`config.mk`:
```
export PLATFORM = sky130hd
export DESIGN_NAME = sdba_dec_cell
export DESIGN_NICKNAME = d
export VERILOG_FILES = /design/src/sv/sdba_dec_cell.sv
export SDC_FILE = /design/constraint.sdc
export NUM_CORES = 1
export LEC_CHECK = 0
export ABC_AREA = 1
export BUFFER_PORTS_ARGS = -buffer_cell sky130_fd_sc_hd__buf_2
export CAP_MARGIN = 20
export CORE_UTILIZATION = 28
export DETAILED_ROUTE_END_ITERATION = 12
export PLACE_DENSITY = 0.6
export SYNTH_ARGS = -nofsm -noshare
export SYNTH_HDL_FRONTEND = slang
export SYNTH_SLANG_ARGS = --single-unit
```
`constraint.sdc`:
```
create_clock -name clk_i -period 0.8 [get_ports clk_i]
set_input_delay 0.08 -clock clk_i [delete_from_list [all_inputs] [get_ports clk_i]]
set_output_delay 0.08 -clock clk_i [all_outputs]
set_load 0.01 [all_outputs]
```
`src/sv/sdba_dec_cell.sv`:
```
// One cell of the BCD to binary chain: folds one digit of each operand.
`default_nettype none
module sdba_dec_cell #(
  parameter int DIGITS = 15,
  parameter int IDX    = 0,
  parameter int AW     = 50,
  parameter int SW     = 1
) (
  input  wire logic                  clk_i,
  input  wire logic                  rst_ni,
  input  wire logic                  en_i,
  input  wire logic                  valid_i,
  input  wire logic [4*DIGITS-1:0]   a_raw_i,
  input  wire logic [4*DIGITS-1:0]   b_raw_i,
  input  wire logic [AW-1:0]         acc_a_i,
  input  wire logic [AW-1:0]         acc_b_i,
  input  wire logic                  bad_a_i,
  input  wire logic                  bad_b_i,
  input  wire logic [SW-1:0]         side_i,
  output logic                       valid_o,
  output logic [4*DIGITS-1:0]        a_raw_o,
  output logic [4*DIGITS-1:0]        b_raw_o,
  output logic [AW-1:0]              acc_a_o,
  output logic [AW-1:0]              acc_b_o,
  output logic                       bad_a_o,
  output logic                       bad_b_o,
  output logic [SW-1:0]              side_o
);

  logic [3:0]    nib_a, nib_b;
  logic [AW-1:0] acc_a_d, acc_b_d;
  logic          valid_q;

  assign nib_a   = a_raw_i[4*IDX +: 4];
  assign nib_b   = b_raw_i[4*IDX +: 4];
  assign acc_a_d = (acc_a_i << 3) + (acc_a_i << 1) + AW'(nib_a);
  assign acc_b_d = (acc_b_i << 3) + (acc_b_i << 1) + AW'(nib_b);

  always_ff @(posedge clk_i or negedge rst_ni) begin
    if (!rst_ni) begin
      valid_q <= 1'b0;
    end else if (en_i) begin
      valid_q <= valid_i;
    end
  end

  always_ff @(posedge clk_i) begin
    if (en_i) begin
      a_raw_o <= a_raw_i;
      b_raw_o <= b_raw_i;
      acc_a_o <= acc_a_d;
      acc_b_o <= acc_b_d;
      bad_a_o <= bad_a_i | (nib_a > 4'd9);
      bad_b_o <= bad_b_i | (nib_b > 4'd9);
      side_o  <= side_i;
    end
  end

  assign valid_o = valid_q;

endmodule
`default_nettype wire

```
== After elaboration in Yosys (flattened, before gate mapping) ==
Cells that the tools add are included.

* $add $sub $neg: 4
* Magnitude comparators: 2
* Bitwise operators: 2

{| class="wikitable"
|+ Operators with widths
! cell !! count
|-
| $add 50x4->50 || 2
|-
| $add 50x50->50 || 2
|-
| $gt 4x4->1 const B || 2
|-
| $or 1x1->1 || 2
|}

* Register bits after elaboration: 224
* Input port bits: 227
* Output and inout bits: 224
* Word-level logic and storage cells: 16

== Longest topological paths before layout ==
Gate-level depths: netlist (run 1).

* Depth in word-level cells: 2
* Mapped depth: 16
* Depth with buffers taken out: 16

== Worst setup path before layout (run 1) ==
No wires, ideal clock.

* Kind: input-to-reg
* Start point: input port b_raw_i[3]
* End point: register acc_b_o[34] (data pin)
* Setup time: 252 ps
* Arrival time: 1857 ps
* Required time: 548 ps
* Slack: -1309 ps
* Stages on the path: 14
* Buffers on the path: 0
* Cells stage by stage: inv_1 -> fa_1 -> inv_1 -> fa_1 -> nand2_1 -> nand2_1 -> nand3_1 -> nand2_1 -> nand2_1 -> nand3_2 -> nand2_1 -> nand2_1 -> nand2_1 -> nand2_1

* Longest elaborated chain between the ends: 1

{| class="wikitable"
|+ RTL lines
! what !! line !! text
|-
| from (decl) || 14 || <nowiki>input wire logic [4*DIGITS-1:0] b_raw_i,</nowiki>
|-
| $add 50x4->50 || 37 || <nowiki>assign acc_b_d = (acc_b_i << 3) + (acc_b_i << 1) + AW'(nib_b);</nowiki>
|-
| named net acc_b_d[34] || 31 || <nowiki>logic [AW-1:0] acc_a_d, acc_b_d;</nowiki>
|-
| to (signal assigned) || 52 || <nowiki>acc_b_o <= acc_b_d;</nowiki>
|-
| to (decl) || 24 || <nowiki>output logic [AW-1:0] acc_b_o,</nowiki>
|}

The timed path passes the listed nets, and every way through them passes these cells.
A chain may end at the register's enable or synchronous reset.

== Worst setup path after layout (run 1) ==
* Start point: input port acc_b_i[2]
* End point: register acc_b_o[18] (data pin)

* Longest elaborated chain between the ends: 2

{| class="wikitable"
|+ RTL lines
! what !! line !! text
|-
| from (decl) || 16 || <nowiki>input wire logic [AW-1:0] acc_b_i,</nowiki>
|-
| $add 50x50->50 || 37 ||
|-
| $add 50x4->50 || 37 ||
|-
| named net acc_b_d[18] || 31 ||
|}

The timed path passes the listed nets, and every way through them passes these cells.

==> impl_metrics.tcl, run 1 <==
set metrics [dict create \
    fin_area_um2 27000 \
    slew-limit-headroom 0.690 \
    io_pins 451 \
    cts_made_buffers 30 \
    synth_nets 2550 \
    cp-end-kind "flip-flop" \
    first_pass_iters 6 \
    dieArea_um2 59600 \
    cts_root_buf "clkbuf_16" \
    p_per_area_nw_per_um2 1750 \
    postSynthCellCount 2131 \
    cts_buffer_depth 3 \
    seq_power_share 0.325 \
    internal_power_uw 31000 \
    insertion_delay_ps 600 \
    fin_ws_ps -828 \
    critPathRequiredTime_ps 1130 \
    wl_um 60200 \
    power.share.combinational 0.383 \
    crit_arrival_ps 1960 \
    setup_viol 322 \
    cts_htree_levels 1 \
    pwr-share-clk 0.291 \
    ys_seq_area_frac 0.406 \
    synth_area_um2 16400 \
    route.detailed.drc 0 \
    core_area_um2 57800 \
    cp.depth 13 \
    cp-start-kind "input port" \
    die_w_um 244 \
    syn_avg_cell_area_um2 7.70 \
    p_leak_uw 0.0135 \
    initial_utilization 0.284 \
    min_path_type "in -> reg" \
    setup.worst_path.class "in -> reg" \
    grt_overflow 0 \
    area_growth_pct 64.5 \
    rsz0062_at_grt "yes" \
    critPathBufInv 5 \
    vias_per_cell 4.38 \
    rr_worst_depth 2 \
    cts_tree "built" \
    drv_slew 0 \
    grt_max_degree 26 \
    cts.sinks 222 \
    ys_ff_latch 222 \
    violations "negative hold slack, negative setup slack" \
    slowest_delay_ps 550 \
    switching_share 0.343 \
    port_buffers 448 \
    wire_per_inst_um 15.9 \
    drt_first_iter_violations 740 \
    crit_fanout 2 \
    layout-drive-gt1-share 0.405 \
    final_cell_mix "nand2_1, inv_1, buf_2" \
    tightest_slew_ps 463 \
    cp_top_family "adder cells" \
    fp-row-count 88 \
    via_count 16610 \
    antenna_found_initial 4 \
    synth.distinct_cells 26 \
    ant_nets 0 \
    clock_skew_ps 0 \
    drv_cap 0 \
    fillCellCount 5508 \
    worstPathCellList "buf_8 > inv_8 > fa_1 > inv_2 > fa_2 > nand2_2 > nand2_2 > nand3_2 > nand2_2 > buf_4 > buf_6 > a31oi_4 > xnor2_2" \
    cp_slowest_cell "fa_1" \
    power.total_uw 47200 \
    whs_ps -49.0 \
    grt_pass1_wl_um 89300 \
    placed_area_um2 21700 \
    fin_nets 3418 \
    gp_congestion 0.916 \
    hpwl_um 46300 \
    grt_pass1_vias 16490 \
    fin_crit_sh 2.04 \
    grt_use_total 0.193 \
    ir_drop_mv 1.48 \
    fmax_mhz 614 \
    switchingPower_uw 16200 \
    critPathMostFrequentCell "nand2_2" \
    post-route-min-period_ps 1630 \
    final_util 0.467 \
    whs_path_depth 3 \
    cts.clk_slew.worst_paths_ps 60 \
    status "complete, but fails checks" \
    final-hold-violation-count 1 \
    final_common_cell "nand2_1" \
    fp.dieH_um 244 \
    ys_warn_count 0 \
    place_ws_ps -1590 \
]
-- cell families (layout without fill, tap and decap cells) --
family	Yosys count	after routing	share of synthesized area
AO/OA/AOI/OAI	70	70	0.0233
multiplexers	1	1	0.000686
AND/OR/NAND/NOR	1140	1140	0.289
other	0	2	0
flip-flops	222	222	0.406
XOR/XNOR	54	54	0.0288
adder cells (fa/ha/maj)	192	192	0.148
buffers and inverters	452	1343	0.104
-- tightest hold or removal path: stages --
cell and delay, ps:
buf_2 120, ha_4 120, ha_1 110
-- what timing repair did --
| item | 4_1_cts | 5_1_grt |
|---|---|---|
| resized for setup | 297 | 247 |
| endpoints found under the hold margin | 137 | 9 |
| hold buffers | 131 | 4 |
| setup buffers | 13 | 16 |
| pin swaps | 67 | 89 |
| endpoints found under the setup margin | 318 | 325 |
-- power by group through the flow --
stage	sequential, uW	clock [uW]	combinational, uW
after floorplan	16200	0	6380
after global placement	15500	0	14000
after detailed placement	15500	0	14000
after CTS	15400	14200	16600
after global routing	15500	14600	19800
final	15400	13700	18100
-- cell usage after synthesis, drive strengths merged --
library cell | instances | area, um2
a21o | 2 | 15.0
a21oi | 56 | 280
a31oi | 2 | 12.5
buf | 2 | 15.0
dfrtp | 1 | 25.0
edfxtp | 221 | 6640
fa | 4 | 80.1
ha | 188 | 2350
inv | 450 | 1690
mux2 | 1 | 11.3
nand2 | 826 | 3160
nand3 | 90 | 520
nand3b | 2 | 15.0
nand4 | 18 | 113
nor2 | 188 | 833
nor3 | 12 | 80.1
nor4 | 4 | 25.0
o21bai | 10 | 75.1
xnor2 | 6 | 52.6
xor2 | 48 | 420
-- layout make-up --
class                           instances  area (um2)  share of cell area
Timing Repair Buffer                  838        6030               0.224
Clock buffer                           33         762              0.0282
Antenna cell                            2        5.00            0.000185
Multi-Input combinational cell       1457       10600               0.393
Sequential cell                       222        6660               0.247
Clock inverter                         22         239             0.00885
Tap cell                              765         957              0.0355
Inverter                              450        1710              0.0634
-- per-stage QoR --
step | TNS [ps] | cells
after detailed placement | -146350 | 3581
after global routing | -169800 | 3788
after global placement | -145090 | 3581
final | -153910 | 3789
after CTS | -160950 | 3776
after floorplan | -92710 | 2131
-- worst paths after layout --
path / from / to / slack [ps]
setup / recovery: acc_b_i[2] / acc_b_o[18] / -830
setup reg to reg: valid_o / valid_o / -60
min in group asynchronous: rst_ni / valid_o / 320
hold reg to reg: valid_o / valid_o / 620
max in group asynchronous: rst_ni / valid_o / 380
hold / removal: acc_b_i[1] / acc_b_o[2] / -50
-- layer usage --
layer / up-vias / wire (um) / global-route usage
met2: 378 / 30100 / 0.338
met5: - / 22 / 0
met3: 93 / 3140 / 0.0324
met1: 7769 / 25000 / 0.238
met4: 4 / 1980 / 0.0667
li1: 8366 / - / -
-- state kept, by name (all words and copies together) (netlist names) --
register  count
a_raw_o      60
bad_a_o       1
acc_a_o      49
acc_b_o      49
b_raw_o      60
side_o        1
valid_o       1
bad_b_o       1
(Power assumes the default switching activity.)
==> run 2: changes to the inputs <==
Settings changed: SETUP_SLACK_MARGIN from default to 0.1.
==> impl_metrics.tcl, run 2 (same netlist as run 1, synthesis figures left out) <==
set metrics [dict create \
    status "complete, but fails checks" \
    violations "negative hold slack, negative setup slack" \
    drv_slew 0 \
    fp.dieH_um 244 \
    cp-end-kind "flip-flop" \
    dieArea_um2 59600 \
    ant_nets 0 \
    met2_length_um 29500 \
    fp-row-count 88 \
    whs_ps -86.5 \
    wire_per_inst_um 15.7 \
    initial_utilization 0.284 \
    fin_area_um2 27700 \
    p_leak_uw 0.0136 \
    grt_max_degree 24 \
    cp_slowest_cell "fa_1" \
    crit_arrival_ps 2000 \
    post-route-min-period_ps 1670 \
    critPathMostFrequentCell "nand2_4" \
    final_cell_mix "nand2_1, buf_2, inv_1" \
    drt_first_iter_violations 720 \
    min_path_type "in -> reg" \
    gp_congestion 0.923 \
    critPathRequiredTime_ps 1120 \
    power.total_uw 47300 \
    topRoutingLayerUsed "met4" \
    fmax_mhz 598 \
    grt_use_total 0.191 \
    fin_nets 3403 \
    route.detailed.drc 0 \
    placed_area_um2 21600 \
    cts_buffer_depth 3 \
    hpwl_um 45000 \
    crit_fanout 2 \
    setup.worst_path.class "in -> reg" \
    cts_htree_levels 1 \
    grt_overflow 0 \
    rsz0062_at_grt "yes" \
    cts_made_buffers 29 \
    ir_drop_mv 1.84 \
    p_per_area_nw_per_um2 1710 \
    core_area_um2 57800 \
    fin_crit_sh 2.09 \
    port_buffers 448 \
    cts_root_buf "clkbuf_16" \
    wl_um 59100 \
    cts.sinks 222 \
    tightest_slew_ps 425 \
    cts.clk_slew.worst_paths_ps 60 \
    clock_skew_ps 0 \
    placed_cells 3560 \
    cts_tree "built" \
    finalNonFillerCells 3769 \
    via_count 16590 \
    cp-start-kind "input port" \
    area_growth_pct 68.8 \
    fin_ws_ps -873 \
    wl_met1_um 25100 \
    slew-limit-headroom 0.716 \
    first_pass_iters 5 \
    critPathBufInv 5 \
    grt_pass1_wl_um 89800 \
    vias_per_cell 4.40 \
    drv_cap 0 \
    route.met3.wl_um 2480 \
    worstPathCellList "buf_8 > inv_6 > fa_1 > inv_2 > fa_2 > nand2_4 > nand2_4 > nand3_2 > nand2_2 > buf_4 > buf_6 > a31oi_4 > xnor2_1" \
    layout-drive-gt1-share 0.434 \
    top_regs "a_raw_o: 60 flops, b_raw_o: 60 flops" \
    final-hold-violation-count 8 \
    insertion_delay_ps 560 \
    grt_pass1_vias 16995 \
    cp_top_family "adder cells" \
    slowest_delay_ps 540 \
    antenna_found_initial 1 \
    die_w_um 244 \
    final_common_cell "nand2_1" \
    setup_viol 319 \
    io_pins 451 \
    diodes 0 \
]
-- run 2: repair_timing --
item	in CTS	in global routing
endpoints found under the hold margin	136	17
pin swaps	137	106
hold buffers	129	6
gates resized for setup	446	212
buffers inserted	20	16
setup endpoints to repair	319	325
-- run 2: path summary, 6_finish.rpt --
path                                  from           to  slack, ps  cells after the start
worst max-delay path            acc_a_i[0]  acc_a_o[18]       -870                     13
worst min-delay path                  en_i   a_raw_o[3]        -90                      2
worst max register to register     valid_o      valid_o        -90                      2
worst min register to register     valid_o      valid_o        630                      2
max in group asynchronous           rst_ni      valid_o        300                      3
min in group asynchronous           rst_ni      valid_o        380                      3
-- run 2: cell type report --
cell class | instances | area (um2)
Timing Repair Buffer | 824 | 5830
Fill cell | 5436 | 30100
Clock inverter | 16 | 193
Sequential cell | 222 | 6660
Tap cell | 765 | 957
Inverter | 450 | 1710
Clock buffer | 35 | 748
Multi-Input combinational cell | 1457 | 11600
-- run 2: through the flow --
stage	util	setup WS, ps	TNS (ps)
finish	0.479	-873	-147190
global route	0.479	-892	-165280
CTS	0.461	-763	-149720
detailed placement	0.373	-1540	-137300
global placement	0.373	-1530	-135850
floorplan	-	-1170	-92690
-- run 2: where the power goes --
part | leakage [uW] | switching, uW | total (uW) | internal (uW)
Clock | 0.000455 | 5250 | 13200 | 7900
Sequential | 0.00217 | 627 | 15400 | 14700
Combinational | 0.0110 | 10200 | 18800 | 8550
-- run 2: layer usage --
layer / track usage / vias up
met1: 0.237 / 7730
met2: 0.342 / 415
met5: 0 / -
met3: 0.0226 / 97
met4: 0.0649 / 0
li1: - / 8348
-- run 2: worst reg2reg max path, cell delays in order (launching register included) --
cell and delay [ps]:
dfrtp_1 380, buf_4 140, mux2_2 260
