`src/sv/sdba_dd_cell.sv`:
```
// One cell of the binary to BCD chain: adjusts every digit and shifts in one bit.
`default_nettype none
module sdba_dd_cell #(
  parameter int DIGITS = 15,
  parameter int AW     = 50,
  parameter int K      = 0,
  parameter int SW     = 1
) (
  input  wire logic                clk_i,
  input  wire logic                rst_ni,
  input  wire logic                en_i,
  input  wire logic                valid_i,
  input  wire logic [AW-1:0]       bin_i,
  input  wire logic [4*DIGITS-1:0] bcd_i,
  input  wire logic [SW-1:0]       side_i,
  output logic                     valid_o,
  output logic [AW-1:0]            bin_o,
  output logic [4*DIGITS-1:0]      bcd_o,
  output logic [SW-1:0]            side_o
);

  logic [4*DIGITS-1:0] adj;
  logic                valid_q;

  always_comb begin
    for (int d = 0; d < DIGITS; d++) begin
      adj[4*d +: 4] = (bcd_i[4*d +: 4] >= 4'd5) ? bcd_i[4*d +: 4] + 4'd3 : bcd_i[4*d +: 4];
    end
  end

  always_ff @(posedge clk_i or negedge rst_ni) begin
    if (!rst_ni) begin
      valid_q <= 1'b0;
    end else if (en_i) begin
      valid_q <= valid_i;
    end
  end

  always_ff @(posedge clk_i) begin
    if (en_i) begin
      bin_o  <= bin_i;
      bcd_o  <= {adj[4*DIGITS-2:0], bin_i[K]};
      side_o <= side_i;
    end
  end

  assign valid_o = valid_q;

endmodule
`default_nettype wire

```
`config.mk`:
```
export PLATFORM = sky130hd
export DESIGN_NAME = sdba_dd_cell
export DESIGN_NICKNAME = d
export VERILOG_FILES = /design/src/sv/sdba_dd_cell.sv
export SDC_FILE = /design/constraint.sdc
export NUM_CORES = 1
export LEC_CHECK = 0
export BUFFER_PORTS_ARGS = -buffer_cell sky130_fd_sc_hd__buf_2
export CAP_MARGIN = 20
export CORE_ASPECT_RATIO = 1.5
export CORE_MARGIN = 4
export CORE_UTILIZATION = 42
export DETAILED_ROUTE_END_ITERATION = 7
export HOLD_SLACK_MARGIN = 0.08
export PLACE_DENSITY_LB_ADDON = 0.1
export SETUP_SLACK_MARGIN = 0.05
export SLEW_MARGIN = 30
export SYNTH_ARGS = -nofsm -noshare
export SYNTH_HDL_FRONTEND = slang
export SYNTH_SLANG_ARGS = --single-unit
```
`constraint.sdc`:
```
create_clock -name clk_i -period 0.8 [get_ports clk_i]
set_input_delay 0.08 -clock clk_i [delete_from_list [all_inputs] [get_ports clk_i]]
set_output_delay 0.08 -clock clk_i [all_outputs]
set_load 0.05 [all_outputs]
```
* After elaboration in Yosys (flattened, before gate mapping)
Cells that the tools add are included.
W data, S select, Z words.
** Word-level totals
- Register bits after elaboration :: 112
- Bits in latches :: 0
- RAM bits :: 0
- ROM bits :: 0
- Input port bits :: 115
- Output and inout port bits :: 112
- Memories :: 0
** Cells by class
- $add $sub $neg :: 15
- Multiply operators :: 0
- Divide/modulo/power cells :: 0
- Order comparisons :: 15
- Equality and inequality tests :: 0
- Shift operators :: 0
- Mux-type cells :: 15
- Bitwise operators :: 0
- Reduce and logical (&&, ||, !) cells :: 0
** Operator list (count)
- $ge A4 B3 Y1 const B :: 15
- $add A4 B2 Y4 const B :: 14
- $mux W4 :: 14
- $add A3 B2 Y3 const B :: 1
- $mux W3 :: 1

* Depth between registers and ports, before layout
Gate-level depths: netlist of the first run.
- Depth in word-level cells :: 2
- Gate-level depth with buffers :: 5
- Depth with buffers taken out :: 5

* Worst setup path before layout of the first run
No wires, ideal clock.
- Kind :: reg-to-reg
- Start :: reg, netlist name valid_o
- End :: reg valid_q (netlist: valid_o)
- Setup time :: 0.125 ns
- Arrival time :: 0.863 ns
- Required time :: 0.675 ns
- Slack :: -0.188 ns
- Cell stages (with the launch flop) :: 2
- Buffers on the path :: 0
- Cell sequence :: dfrtp_1 -> mux2_2
** RTL lines
- end signal, assigned :: RTL line 35 : valid_q <= valid_i;
- end, declared :: RTL line 23 : logic valid_q;

==> results of run 1 <==
registers in the layout (all words and copies together) (netlist names):
name,flops
bin_o,50
bcd_o,59
side_o,1
valid_o,1
per-stage QoR:
stage | TNS [ps] | setup WS [ps] | hold WS (ps)
after floorplan | -1180 | -140 | -216
after global placement | -17290 | -305 | -145
after detailed placement | -19870 | -324 | -144
after CTS | -21980 | -231 | 59.1
after global routing | -24280 | -264 | 75.9
final | -20640 | -230 | 67.2
cells by family after synthesis:
group           count (synthesis)  share of synthesized area (%)
compound gates                 43                           5.60
xor+xnor                       15                           2.71
fa+ha+maj                      30                           7.74
buf+inv                        31                           2.48
flops                         111                           68.7
mux                            16                           3.33
simple gates                  103                           9.47
repair_timing:
item                                   in CTS  in global routing
setup buffers                               0                  1
gates resized for setup                   226                 27
endpoints found under the hold margin      68                  2
setup endpoints to repair                 117                127
pin swaps                                   0                  9
gates cloned                                0                  0
report_power, final:
group | switching [mW] | internal, mW | total [mW]
Sequential | 0.251 | 7.04 | 7.29
Combinational | 3.05 | 2.01 | 5.06
Clock | 2.03 | 2.74 | 4.77
layout by cell type, fill, tap and decap left out:
cell type,netlist,layout
inv_2,0,3
bufinv_16,0,2
clkbuf_16,0,9
inv_1,30,12
nand2b_1,29,14
dfrtp_2,0,1
buf_6,0,115
buf_2,0,101
buf_4,1,37
dlymetal6s4s_1,0,6
nand2b_4,0,15
mux2i_1,15,15
nor2_1,15,15
clkinv_2,0,1
clkbuf_4,0,3
edfxtp_1,110,110
mux2_2,1,1
dlygate4sd3_1,0,55
clkinvlp_4,0,1
clkinv_4,0,1
o21ai_0,14,14
ha_4,0,30
inv_12,0,15
clkinv_1,0,1
xnor2_1,15,15
nand2_1,59,59
o21ai_1,14,14
a21oi_4,0,15
clkbuf_1,0,1
buf_12,0,4
per-layer routing:
| layer | GRT usage (%) | part of all wire (%) | up-vias |
|---|---|---|---|
| li1 | - | - | 1875 |
| met1 | 17.6 | 29 | 1799 |
| met2 | 40.8 | 58 | 155 |
| met3 | 8.26 | 9.5 | 27 |
| met4 | 7.65 | 2.8 | 0 |
| met5 | 0 | 0 | - |
layout make-up:
class | count | area, um2 | area share [%]
sequential | 111 | 3330 | 37.3
timing repair buffer | 321 | 2810 | 31.4
multi-input combinational | 207 | 2000 | 22.4
inverter | 30 | 300 | 3.36
clock buffer | 10 | 229 | 2.56
tap | 147 | 184 | 2.06
clock inverter | 6 | 85.1 | 0.952
path summary, 6_finish.rpt:
kind / from / end
worst max-delay path: bin_o[0]$_DFFE_PP_ / bcd_o[0]
worst min register to register: valid_o$_DFFE_PN0P_ / valid_o$_DFFE_PN0P_
worst min-delay path: bcd_i[15] / bcd_o[15]$_DFFE_PP_
max in group asynchronous: rst_ni / valid_o$_DFFE_PN0P_
worst max register to register: valid_o$_DFFE_PN0P_ / valid_o$_DFFE_PN0P_
min in group asynchronous: rst_ni / valid_o$_DFFE_PN0P_
==> summary.md, run 1 <==
| Metric | Value |
|---|---|
| Cell Rows | 47 |
| Top-count cell post-synth | edfxtp_1 |
| Min-delay worst type | input pin to register |
| Final Max Slew Viols | 0 |
| Number of synthesized flops with an enable pin | 110 |
| Post-route worst setup slack | -230 ps |
| Fmax | 0.971 GHz |
| CTS tree | done |
| Detailed placer's ending HPWL | 9400 um |
| Syn nets | 494 |
| Cell Chain, Critical Path | buf_6 |
| Worst-margin pin slew | 304 ps |
| RSZ-0062 raised after global routing | yes |
| Crit Path Class | register to output port |
| Area delta synth->final | 84.3% |
| Failing checks | negative setup slack |
| WP depth | 1 |
| Synth Area per Inst | 13.9 um2 |
| Leakage | 3.77 nW |
| Primary FF master, synth | edfxtp_1 |
| Chip width | 95.7 um |
| First-pass iteration count of the detailed router | 4 |
| Critical Path End Type | output port |
| First-pass GRT wire length | 20,800 um |
| Tot Pwr | 17.1 mW |
| Seq/Total Area, Yosys | 68.7% |
| Die area | 13,400 um2 |
| Hold Crit Depth | 3 |
| Initial antenna violation count | 0 |
| Average vias per placed instance | 4.63 |
| DP Cell Count | 754 |
| Core area | 11,200 um2 |
| Largest net degree at the start of global routing | 24 |
| Final GP Congestion | 0.766 |
| Cell Pwr Density | 1920 nW/um2 |
| Synth top cells by count | 110 x edfxtp_1, 59 x nand2_1, 30 x ha_1, 30 x inv_1, 29 x nand2b_1 |
| Synth Cell Area | 4850 um2 |
| Share of cells above drive strength 1 | 51.7% |
| Share of the synthesized area in the top cell type | 68.1% |
| Asr flop ratio synth | 0.901% |
| DRC | 0 |
| Finished Layout Cells | 832 |
| CP Max Fanout | 2 |
| Worst IR Drop VDD | 1.11 mV |
| Synth area leaders | edfxtp_1 68%, ha_1 7.7%, nand2_1 4.6% |
| Die H | 140 um |
| Netlist cell types | 14 |
| Post-CTS Hold Fix Bufs | 61 |
| Final setup fails | 113 |
| CP Launch Type | register |
| Post-synth top area cell | edfxtp_1 |
| Clock latency on the worst-skew pair | 340 ps |
| Worst R2R Setup Slack | 10 ps |
| WL final | 13,500 um |
| Maximum Capacitance Violations | 0 |
| Final Hold Viols | 0 |
| Antenna cells | 0 |
| Cts bufs inserted | 9 |
| Fin nets | 825 |
| Fin crit period | 1030 ps |
| CP peak stage delay | 420 ps |
| Setup Skew | 0 ps |
| Fill cells | 625 |
| CTS Buffer Depth | 2 |
| Iter 0 DRT Violations | 71 |
| # port buffers | 226 |
| Design Area, Final | 8930 um2 |
| Critical path buffers and inverters | 1 |
| CP top delay family | flip-flops |
| CP required | 720 ps |
| Via count | 3,856 |
| Initial core utilization | 43.4% |
| CTS HTree Levels | 3 |
| Worst-path clk slew | 70 ps |
| Vias in the first global route | 4,280 |
| Clock sinks | 111 |
| Yosys warns | 0 |
| Crit path DAT | 950 ps |
| Routed Antenna Nets | 0 |
| All-Layer GR Usage | 20.8% |
| Rel. slew slack | 79.5% |
| Fin crit share | 129% |
| DR WL/cell | 16.2 um |
| Status | complete, but fails checks |
| Post-place instance area | 7240 um2 |
| FF-to-FF path depth | 1 |
| Ports | 227 |
| Worst path slowest cell | edfxtp_1 |
| #FFs+latches synth | 111 |
| Mapped Cells | 349 |
| Grt total ovfl | 0 |
| Fin util | 80.0% |
| Clock root cell | clkbuf_16 |
(Power assumes the default switching activity.)
==> inputs of run 2 (changes only) <==
--- a/config.mk
+++ b/config.mk
@@ -9,7 +9,7 @@
 export CAP_MARGIN = 20
 export CORE_ASPECT_RATIO = 1.5
 export CORE_MARGIN = 4
-export CORE_UTILIZATION = 42
+export CORE_UTILIZATION = 47
 export DETAILED_ROUTE_END_ITERATION = 7
 export HOLD_SLACK_MARGIN = 0.08
 export PLACE_DENSITY_LB_ADDON = 0.1
==> constraint.sdc (replaced) <==
create_clock -name clk_i -period 1.1 [get_ports clk_i]
set_input_delay 0.11 -clock clk_i [delete_from_list [all_inputs] [get_ports clk_i]]
set_output_delay 0.11 -clock clk_i [all_outputs]
set_load 0.05 [all_outputs]
==> summary.md, run 2 (synthesis results as in run 1) <==
| Metric | Value |
|---|---|
| Die area | 12,000 um2 |
| Max reg flops | 59 |
| CP top delay family | flip-flops |
| P_int | 8.41 mW |
| Rel. slew slack | 81.0% |
| Iter 0 DRT Violations | 184 |
| Switch Pwr | 3.72 mW |
| Reg-to-Reg Start | valid_o$_DFFE_PN0P_ |
| Design Area, Final | 7980 um2 |
| Footprint of the multi-input gates | 1400 um2 |
| Fin nets | 837 |
| Post-place instance area | 6440 um2 |
| Worst R2R Setup Slack | 360 ps |
| Finished Layout Cells | 814 |
| Fin crit share | 96.1% |
| Cell Chain, Critical Path | buf_6 |
| First-pass iteration count of the detailed router | 4 |
| Crit path from | bcd_o[24]$_DFFE_PP_ |
| Vias in the first global route | 3,913 |
| # port buffers | 226 |
| Cell Rows | 45 |
| Cts bufs inserted | 9 |
| Setup Skew | 0 ps |
| Ports | 227 |
| Commonest non-fill, non-tap cell in the layout | buf_2 |
| Critical path buffers and inverters | 1 |
| Routed Antenna Nets | 0 |
| WL final | 13,000 um |
| RSZ-0062 raised after global routing | yes |
| CP Launch Type | register |
| Final setup fails | 0 |
| Final GP Congestion | 0.792 |
| CP Max Fanout | 1 |
| Biggest register | bcd_o |
| Fill cells | 600 |
| FF-to-FF path depth | 1 |
| Min-delay worst type | input pin to register |
| Crit path DAT | 950 ps |
| Initial core utilization | 48.1% |
| Fmax | 0.946 GHz |
| Crit Path Class | register to output port |
| DRC | 0 |
| Antenna cells | 0 |
| Worst-margin pin slew | 282 ps |
| CTS Buffer Depth | 2 |
| Tot Pwr | 12.1 mW |
| CP peak stage delay | 420 ps |
| Via count | 3,898 |
| Clock sinks | 111 |
| End of the critical path | bcd_o[24] |
| Sw Share | 30.7% |
| Worst IR Drop VDD | 0.885 mV |
| Clock latency on the worst-skew pair | 340 ps |
| Average vias per placed instance | 4.79 |
| Share of cells above drive strength 1 | 42.6% |
| Fin util | 79.2% |
| Worst R2R End | valid_o$_DFFE_PN0P_ |
| TNS Setup | 0 ps |
| Die H | 132 um |
| Highest-count cells in the layout ignoring fill and taps | 118 x buf_2, 110 x edfxtp_1, 74 x buf_4 |
| Biggest regs | bcd_o x59, bin_o x50 |
| Worst-path clk slew | 80 ps |
| Fin crit period | 1060 ps |
| Final Hold Viols | 0 |
| Setup Buffers After CTS | 0 |
| Register Area | 3330 um2 |
| First-pass GRT wire length | 19,100 um |
| Maximum Capacitance Violations | 0 |
| Clock root cell | clkbuf_16 |
| CTS tree | done |
| All-Layer GR Usage | 20.4% |
| Critical Path End Type | output port |
| Status | finished clean |
| Area delta synth->final | 64.6% |
| Cell Pwr Density | 1520 nW/um2 |
| Initial antenna violation count | 0 |
| CTS HTree Levels | 3 |
| Grt total ovfl | 0 |
| Seq pwr share | 43.5% |
| DP Cell Count | 730 |
| WP depth | 1 |
| Core area | 10,100 um2 |
| Worst path slowest cell | edfxtp_1 |
| DR WL/cell | 16.0 um |
| Chip width | 90.9 um |
| Leakage | 3.61 nW |
| Clock Power Share | 29.4% |
| Final Max Slew Viols | 0 |
| Largest net degree at the start of global routing | 52 |
| CP required | 990 ps |
| Detailed placer's ending HPWL | 8620 um |
| Combinational power share | 27.0% |
[run 2: worst min-delay path by stage]
stage                    from             endpoint  cells past startpoint
global placement       rst_ni  valid_o$_DFFE_PN0P_                      1
CTS                 bcd_i[46]  bcd_o[47]$_DFFE_PP_                      3
finish              bcd_i[10]  bcd_o[11]$_DFFE_PP_                      3
floorplan              rst_ni  valid_o$_DFFE_PN0P_                      0
global route        bcd_i[46]  bcd_o[47]$_DFFE_PP_                      3
detailed placement     rst_ni  valid_o$_DFFE_PN0P_                      1
[run 2: worst min-delay path: stages]
cell and delay (ps):
buf_2 110, nand2_1 50, nand2_1 50
[run 2: power groups by stage]
stage	Clock [mW]	Sequential, mW	Combinational (mW)
after floorplan	0	6.69	0.403
after global placement	0	5.28	2.67
after detailed placement	0	5.30	2.72
after CTS	3.62	5.23	3.10
after global routing	3.78	5.32	3.44
final	3.57	5.28	3.28
[run 2: layer usage]
layer | wire, um | vias to the layer above | track usage, %
li1 | - | 1904 | -
met1 | 4360 | 1790 | 20.5
met2 | 7250 | 178 | 39.0
met3 | 1050 | 26 | 5.37
met4 | 352 | 0 | 8.56
met5 | 0 | - | 0
[run 2: through the flow]
| stage | worst slack (ps) | hold slack (ps) |
|---|---|---|
| floorplan | 86.4 | -186 |
| global placement | -54.5 | -116 |
| detailed placement | -121 | -112 |
| CTS | 13.7 | 80.1 |
| global route | 9.41 | 86.8 |
| finish | 42.4 | 83.3 |
[run 2: layout make-up]
class                      count  area share (%)
timing repair buffer         333            33.4
multi-input combinational    207            17.5
clock inverter                 6            1.13
clock buffer                  10            3.00
tap                          117            1.84
sequential                   111            41.7
inverter                      30            1.41
[run 2: repair_timing]
action | CTS | global route
hold endpoints to repair | 68 | 0
gates resized for setup | 91 | 118
hold buffers | 68 | 0
endpoints found under the setup margin | 74 | 86
pin swaps | 0 | 0
